--- src/hw/rtl/grs_pkg.sv ---
`timescale 1ns / 1ps
`default_nettype none

package grs_pkg;

	// Width of the group size register.
	localparam int unsigned CFG_W = 5;

	typedef enum logic {
		ST_COLLECT,
		ST_DRAIN
	} grs_state_t;

endpackage

`default_nettype wire

--- src/hw/rtl/grs_stream_if.sv ---
`timescale 1ns / 1ps
`default_nettype none

interface grs_elem_if #(
	parameter int unsigned W = 32
);
	logic                valid;
	logic                ready;
	logic signed [W-1:0] element_value;
	logic                is_final;

	modport source (output valid, output element_value, output is_final, input ready);
	modport sink (input valid, input element_value, input is_final, output ready);
endinterface

interface grs_result_if #(
	parameter int unsigned W = 32
);
	logic                valid;
	logic                ready;
	logic signed [W-1:0] out_value;
	logic                run_last;
	logic                list_last;

	modport source (output valid, output out_value, output run_last, output list_last,
		input ready);
	modport sink (input valid, input out_value, input run_last, input list_last,
		output ready);
endinterface

`default_nettype wire

--- src/hw/rtl/grs_group_mem.sv ---
`timescale 1ns / 1ps
`default_nettype none

module grs_group_mem
	import grs_pkg::*;
#(
	parameter int unsigned DEPTH = 16,
	parameter int unsigned W     = 32,
	parameter int unsigned AW    = 4
) (
	input  wire logic          clk,
	input  wire logic          wr_en,
	input  wire logic [AW-1:0] wr_addr,
	input  wire logic [W-1:0]  wr_data,
	input  wire logic          rd_en,
	input  wire logic [AW-1:0] rd_addr,
	output logic      [W-1:0]  rd_data_s1
);

	logic [W-1:0] mem [DEPTH];

	always_ff @(posedge clk) begin
		if (wr_en) begin
			mem[wr_addr] <= wr_data;
		end
	end

	// The read register holds its value while the consumer stalls.
	always_ff @(posedge clk) begin
		if (rd_en) begin
			rd_data_s1 <= mem[rd_addr];
		end
	end

endmodule

`default_nettype wire

--- src/hw/rtl/group_reverse_stream_core.sv ---
// Reverses a stream of list elements in groups of group_size (1 to MAX_GROUP; zero acts
// as one, larger values saturate). Elements are written one per cycle into a group
// memory. When a group fills, or the element flagged is_final arrives, the input stalls
// and the buffered elements are read back, one per cycle while results are taken, through
// the memory's single read port: newest first for a full group, in arrival order for a
// short trailing group. No new element is taken until the last read of a group has been
// issued, and each result comes from the memory's registered read port. run_last marks
// the final result of each group and list_last the final result of the list. No clearing
// pass is needed after reset; group_size may only be written while no group is being
// emitted.
`timescale 1ns / 1ps
`default_nettype none

module group_reverse_stream_core
	import grs_pkg::*;
#(
	parameter int unsigned MAX_GROUP     = 16,
	parameter int unsigned ELEMENT_WIDTH = 32
) (
	input  wire logic             clk,
	input  wire logic             arst_n,
	input  wire logic             group_size_we,
	input  wire logic [CFG_W-1:0] group_size_wdata,
	grs_elem_if.sink              elem,
	grs_result_if.source          result
);

	localparam int unsigned CNT_W = $clog2(MAX_GROUP + 1);
	localparam int unsigned IDX_W = (MAX_GROUP > 1) ? $clog2(MAX_GROUP) : 1;
	localparam int unsigned SZ_W  = (CNT_W > CFG_W) ? CNT_W : CFG_W;

	grs_state_t         state_q, state_d;
	logic [CFG_W-1:0]   group_size_q;
	logic [CNT_W-1:0]   fill_q;
	logic [CNT_W-1:0]   left_q;
	logic [IDX_W-1:0]   rd_idx_q;
	logic               rev_q;
	logic               fin_q;
	logic               v_s1;
	logic               run_last_s1;
	logic               list_last_s1;

	logic [SZ_W-1:0]    size_ext;
	logic [CNT_W-1:0]   eff_size;
	logic               in_xfer;
	logic               wr_en;
	logic [CNT_W-1:0]   fill_next;
	logic               full;
	logic               trigger;
	logic               issue;
	logic               issue_last;
	logic [ELEMENT_WIDTH-1:0] rd_data_s1;

	always_ff @(posedge clk or negedge arst_n) begin
		if (!arst_n) begin
			group_size_q <= CFG_W'(1);
		end else if (group_size_we) begin
			group_size_q <= group_size_wdata;
		end
	end

	always_comb begin
		size_ext = SZ_W'(group_size_q);
		if (group_size_q == '0) begin
			eff_size = CNT_W'(1);
		end else if (size_ext > SZ_W'(MAX_GROUP)) begin
			eff_size = CNT_W'(MAX_GROUP);
		end else begin
			eff_size = CNT_W'(size_ext);
		end
	end

	assign in_xfer   = elem.valid && elem.ready;
	assign wr_en     = in_xfer && (fill_q < CNT_W'(MAX_GROUP));
	assign fill_next = wr_en ? (fill_q + CNT_W'(1)) : fill_q;
	assign full      = fill_next >= eff_size;
	assign trigger   = in_xfer && (full || elem.is_final);

	// In the drain state, a read may start whenever the result register is empty or being emptied.
	assign issue_last = (left_q == CNT_W'(1));

	always_comb begin
		state_d    = state_q;
		elem.ready = 1'b0;
		issue      = 1'b0;
		case (state_q)
			ST_COLLECT: begin
				elem.ready = 1'b1;
				if (trigger) begin
					state_d = ST_DRAIN;
				end
			end
			ST_DRAIN: begin
				issue = !v_s1 || result.ready;
				if (issue && issue_last) begin
					state_d = ST_COLLECT;
				end
			end
			default: begin
				state_d = ST_COLLECT;
			end
		endcase
	end

	always_ff @(posedge clk or negedge arst_n) begin
		if (!arst_n) begin
			state_q <= ST_COLLECT;
		end else begin
			state_q <= state_d;
		end
	end

	always_ff @(posedge clk or negedge arst_n) begin
		if (!arst_n) begin
			fill_q   <= '0;
			left_q   <= '0;
			rd_idx_q <= '0;
			rev_q    <= 1'b0;
			fin_q    <= 1'b0;
		end else if (trigger) begin
			// A full group starts at the entry just written and walks down.
			fill_q   <= fill_next;
			left_q   <= fill_next;
			rd_idx_q <= full ? fill_q[IDX_W-1:0] : '0;
			rev_q    <= full;
			fin_q    <= elem.is_final;
		end else if (in_xfer) begin
			fill_q <= fill_next;
		end else if (issue) begin
			left_q   <= left_q - CNT_W'(1);
			rd_idx_q <= rev_q ? (rd_idx_q - IDX_W'(1)) : (rd_idx_q + IDX_W'(1));
			if (issue_last) begin
				fill_q <= '0;
			end
		end
	end

	always_ff @(posedge clk or negedge arst_n) begin
		if (!arst_n) begin
			v_s1 <= 1'b0;
		end else if (issue) begin
			v_s1 <= 1'b1;
		end else if (result.ready) begin
			v_s1 <= 1'b0;
		end
	end

	always_ff @(posedge clk) begin
		if (issue) begin
			run_last_s1  <= issue_last;
			list_last_s1 <= issue_last && fin_q;
		end
	end

	grs_group_mem #(
		.DEPTH (MAX_GROUP),
		.W     (ELEMENT_WIDTH),
		.AW    (IDX_W)
	) u_mem (
		.clk        (clk),
		.wr_en      (wr_en),
		.wr_addr    (fill_q[IDX_W-1:0]),
		.wr_data    (elem.element_value),
		.rd_en      (issue),
		.rd_addr    (rd_idx_q),
		.rd_data_s1 (rd_data_s1)
	);

	assign result.valid     = v_s1;
	assign result.out_value = rd_data_s1;
	assign result.run_last  = run_last_s1;
	assign result.list_last = list_last_s1;

`ifndef NO_ASSERTIONS
	a_fill_bound: assert property (@(posedge clk) disable iff (!arst_n)
		fill_q <= CNT_W'(MAX_GROUP))
		else $error("group fill count exceeds the buffer depth");

	a_drain_nonempty: assert property (@(posedge clk) disable iff (!arst_n)
		(state_q == ST_DRAIN) |-> (left_q != '0))
		else $error("draining with no elements left");

	a_drain_done: assert property (@(posedge clk) disable iff (!arst_n)
		(issue && issue_last) |=> ((state_q == ST_COLLECT) && (fill_q == '0)))
		else $error("group not released after its last read");

	a_list_last_ends_run: assert property (@(posedge clk) disable iff (!arst_n)
		(result.valid && result.list_last) |-> result.run_last)
		else $error("list end flagged on a result that does not end its group");
`endif

endmodule

`default_nettype wire

--- src/flat_wrapper.sv ---
// flat-port wrapper written by rule: the top's interface ports become plain ports
module group_reverse_stream_core_flat import grs_pkg::*;
#(
	parameter int unsigned MAX_GROUP     = 16,
	parameter int unsigned ELEMENT_WIDTH = 32
)
  (clk, arst_n, group_size_we, group_size_wdata, elem_valid, elem_element_value, elem_is_final, elem_ready, result_valid, result_out_value, result_run_last, result_list_last, result_ready);
  grs_elem_if #(.W((32))) elem_i ();
  grs_result_if #(.W((32))) result_i ();
  input  wire logic clk;
  input  wire logic arst_n;
  input  wire logic group_size_we;
  input  wire logic [CFG_W-1:0] group_size_wdata;
  input wire logic [$bits(elem_i.valid)-1:0] elem_valid;
  input wire logic [$bits(elem_i.element_value)-1:0] elem_element_value;
  input wire logic [$bits(elem_i.is_final)-1:0] elem_is_final;
  output wire logic [$bits(elem_i.ready)-1:0] elem_ready;
  output wire logic [$bits(result_i.valid)-1:0] result_valid;
  output wire logic [$bits(result_i.out_value)-1:0] result_out_value;
  output wire logic [$bits(result_i.run_last)-1:0] result_run_last;
  output wire logic [$bits(result_i.list_last)-1:0] result_list_last;
  input wire logic [$bits(result_i.ready)-1:0] result_ready;
  assign elem_i.valid = elem_valid;
  assign elem_i.element_value = elem_element_value;
  assign elem_i.is_final = elem_is_final;
  assign elem_ready = elem_i.ready;
  assign result_valid = result_i.valid;
  assign result_out_value = result_i.out_value;
  assign result_run_last = result_i.run_last;
  assign result_list_last = result_i.list_last;
  assign result_i.ready = result_ready;
  group_reverse_stream_core #(.MAX_GROUP(MAX_GROUP), .ELEMENT_WIDTH(ELEMENT_WIDTH)) u_core (.clk(clk), .arst_n(arst_n), .group_size_we(group_size_we), .group_size_wdata(group_size_wdata), .elem(elem_i), .result(result_i));
endmodule
--- config.mk ---
export PLATFORM = sky130hd
export DESIGN_NAME = group_reverse_stream_core_flat
export DESIGN_NICKNAME = d
export VERILOG_FILES = /design/src/hw/rtl/grs_pkg.sv /design/src/hw/rtl/grs_stream_if.sv /design/src/hw/rtl/grs_group_mem.sv /design/src/hw/rtl/group_reverse_stream_core.sv /design/src/flat_wrapper.sv
export SDC_FILE = /design/constraint.sdc
export NUM_CORES = 1
export LEC_CHECK = 0
export ABC_AREA = 1
export ABC_CLOCK_PERIOD_IN_PS = 7100
export BUFFER_PORTS_ARGS = -buffer_cell sky130_fd_sc_hd__buf_2
export CORE_MARGIN = 4
export CORE_UTILIZATION = 65
export CTS_CLUSTER_SIZE = 24
export DETAILED_ROUTE_END_ITERATION = 6
export PLACE_DENSITY = 0.89
export SLEW_MARGIN = 20
export SYNTH_ARGS = -nofsm -noshare
export SYNTH_HDL_FRONTEND = slang
export SYNTH_SLANG_ARGS = --single-unit
--- constraint.sdc ---
create_clock -name clk -period 7.1 [get_ports clk]
set_input_delay 1.42 -clock clk [delete_from_list [all_inputs] [get_ports clk]]
set_output_delay 1.42 -clock clk [all_outputs]
set_load 0.01 [all_outputs]
==> impl_metrics.yaml <==
cells_and_area:
  multi_input_area_sq_um: 4928
  mostFrequentLayoutCells: "546 x edfxtp_1, 305 x nor2_1, 232 x o21ai_0, 114 x nand2_1, 88 x o211ai_1"
  final_util_pct: 73.94
  register_area_sq_um: 16980
  layout_commonest_cell: "edfxtp_1"
  drive_gt1_share_pct: 11.41
  fillers: 1866
  final_cell_area_sq_um: 25040
  antennaDiodeCount: 0
  area_growth_pct: 11.36
  nets: 1775
grt:
  grt_max_degree: 125
  grt_first_pass_wirelength_um: 80870
  grt_pass1_vias: 14602
  grtUsageTotal_pct: 27.14
  antenna_found_initial: 0
  grt-ovfl-total: 0
logic_synthesis:
  netlist_instances: 1667
  synth-seq-cells: 569
  synth.distinct_cells: 35
  async_flop_share_pct: 4.042
  synth_edf_count: 546
  syn-cell-area_sq_um: 22490
  syn-num-nets: 1724
  ys_warn_count: 0
  seq_area_frac_synth_pct: 75.47
  synthFlopType: "edfxtp_1"
  postSynthAreaPerCell_sq_um: 13.49
cts:
  insertion_delay_ns: 0.57
  cts_root_buffer: "clkbuf_16"
  htree_num_levels: 2
  cts_setup_buffers: 0
  cts.sinks: 569
  cts_buffers: 52
  hold_buffers: 0
  clock_path_buffers: 3
  clk_pin_slew_ns: 0.06
  cts_resized: 0
  cts_tree: "done"
placement:
  place_congestion: 0.8673
  hpwlAfterDp_um: 27250
  place_area_sq_um: 23150
  numPortBuffers: 78
floorplan:
  die_h_um: 194
  core_sq_um: 33870
  rows: 67
  dieArea_sq_um: 37640
  ios: 79
  dieWidth_um: 194
  start_util_pct: 66.40
setup_path:
  cp.arrival_ns: 3.72
  crit_path_max_incr_delay_ns: 0.81
  critPathTopFamily: "buffers and inverters"
  crit_slowest_cell: "buf_4"
  worstPathRequired_ns: 7.52
  worstSetupPathType: "flip-flop to flip-flop"
  path_buf_inv: 2
  crit_path_cell_trace: "inv_6 -> buf_4 -> nor2_1 -> nor2_1 -> o21ai_1 -> o211ai_1 -> o211ai_1 -> nand2_1"
  crit_fanout: 103
  crit_path_end_kind: "flip-flop"
  crit_path_start_kind: "flip-flop"
run:
  maxCapViolations: 0
detailed_routing:
  vias: 14831
  drt-vias-per-instance: 6.714
  drt-wirelength-per-cell_um: 24.52
  drtAntennaViolNets: 0
  routed_wirelength_um: 54150
  dr.pass1.iters: 6
  drc: 0
  drtIter0Drc: 2172
sta:
  finalMaxSlewViolations: 0
  fin_crit_ns: 3.299
  slew_headroom_pct: 25.64
  hold_viol: 0
  finalSetupTns_ns: 0
  worst_hold_slack_ns: 0.5213
  fin_skew_ns: 0.02077
  worst_pin_slew_ns: 1.113
  fmax_mhz: 303.1
  finalSetupViolCount: 0
  grt_setup_unrepaired: "no"
  finalCritPeriodShare_pct: 46.47
run_status:
  outcome: "finished clean"
pwr:
  ir_drop_mv: 0.2554
  leakage_nw: 8.333
  p_per_area_nw_per_um2: 387.6
worst_hold_path:
  hp-class: "flip-flop to flip-flop"
routing by layer:
| layer | global-route usage (%) | vias to the layer above | part of all wire (%) |
|---|---|---|---|
| met5 | 0 | - | 0 |
| met1 | 36.77 | 7239 | 36 |
| met4 | 10.60 | 0 | 2.9 |
| met3 | 4.049 | 160 | 10 |
| met2 | 45.25 | 1116 | 51 |
| li1 | - | 6316 | - |
tightest hold or removal path: stages, from the launching register on:
cell	delay, ns
dfstp_2	0.36
inv_1	0.07
o21ai_0	0.08
sequential cells by signal, indices dropped and copies added (netlist names), 4 cells and up:
register                 cells
u_core.rd_idx_q              4
u_core.fill_q                5
u_core.left_q                5
u_core.u_mem.mem           512
u_core.group_size_q          5
u_core.u_mem.rd_data_s1     32
layout make-up:
| class | instances | area share, % |
|---|---|---|
| Clock buffer | 66 | 5.491 |
| Timing Repair Buffer | 104 | 3.283 |
| Tap cell | 448 | 2.238 |
| Multi-Input combinational cell | 952 | 19.68 |
| Sequential cell | 569 | 67.82 |
| Inverter | 39 | 0.6046 |
| Clock inverter | 31 | 0.8794 |
through the flow:
stage | worst slack [ns] | power (mW) | cells
3_3_place_gp | 3.560 | 6.781 | 2100
6_report | 3.801 | 9.707 | 2209
5_1_grt | 3.538 | 10.15 | 2209
2_1_floorplan | 2.637 | 6.155 | 1667
4_1_cts | 3.873 | 9.618 | 2198
3_5_place_dp | 3.463 | 6.944 | 2101
cell families after synthesis:
kind of cell | Yosys count | share of synthesized area (%)
AND/OR/NAND/NOR | 478 | 8.285
multiplexers | 1 | 0.05007
buffers and inverters | 146 | 3.110
adder cells (fa/ha/maj) | 14 | 0.8124
XOR/XNOR | 6 | 0.2337
flip-flops | 569 | 75.47
AO/OA/AOI/OAI | 453 | 12.03
synth_stat cells (2+ instances only):
library cell  number  area [sq um]
o221ai_1          40         350.3
inv_1             37         138.9
nand3_1           37         185.2
o21ai_0          232          1161
o22ai_1           46         287.8
xnor2_1            3         26.28
o21ai_1           37         185.2
dfrtp_1           22         550.5
buf_2             31         155.2
a21oi_1            7         35.03
edfxtp_1         546         16400
xor2_1             3         26.28
o211ai_1          88         660.6
clkbuf_1          56         210.2
buf_4              5         37.54
ha_1              13         162.7
nor3_1             4         20.02
nand2_1          114         427.9
nor2_1           318          1194
buf_6             12         135.1
buf_1              2         7.510
report_power, final:
group / total (mW) / leakage [nW] / internal, mW / switching (mW)
combinational: 2.83 / 2.35 / 0.858 / 1.98
clock: 2.66 / 0.780 / 1.48 / 1.18
sequential: 4.21 / 5.20 / 3.94 / 0.270
final timing paths:
kind                                        start                          end  slack (ns)  depth (start not counted)
hold reg to reg            u_core.group_size_q[0]       u_core.group_size_q[0]        0.52                          2
min in group asynchronous                  arst_n             u_core.fill_q[3]        0.82                          1
max in group asynchronous                  arst_n           u_core.rd_idx_q[1]        5.88                          1
setup reg to reg               u_core.rd_idx_q[0]  u_core.u_mem.rd_data_s1[21]        3.80                          8
hold / removal             u_core.group_size_q[0]       u_core.group_size_q[0]        0.52                          2
setup / recovery               u_core.rd_idx_q[0]  u_core.u_mem.rd_data_s1[21]        3.80                          8
Note: power is estimated with default switching activity, not from simulation.
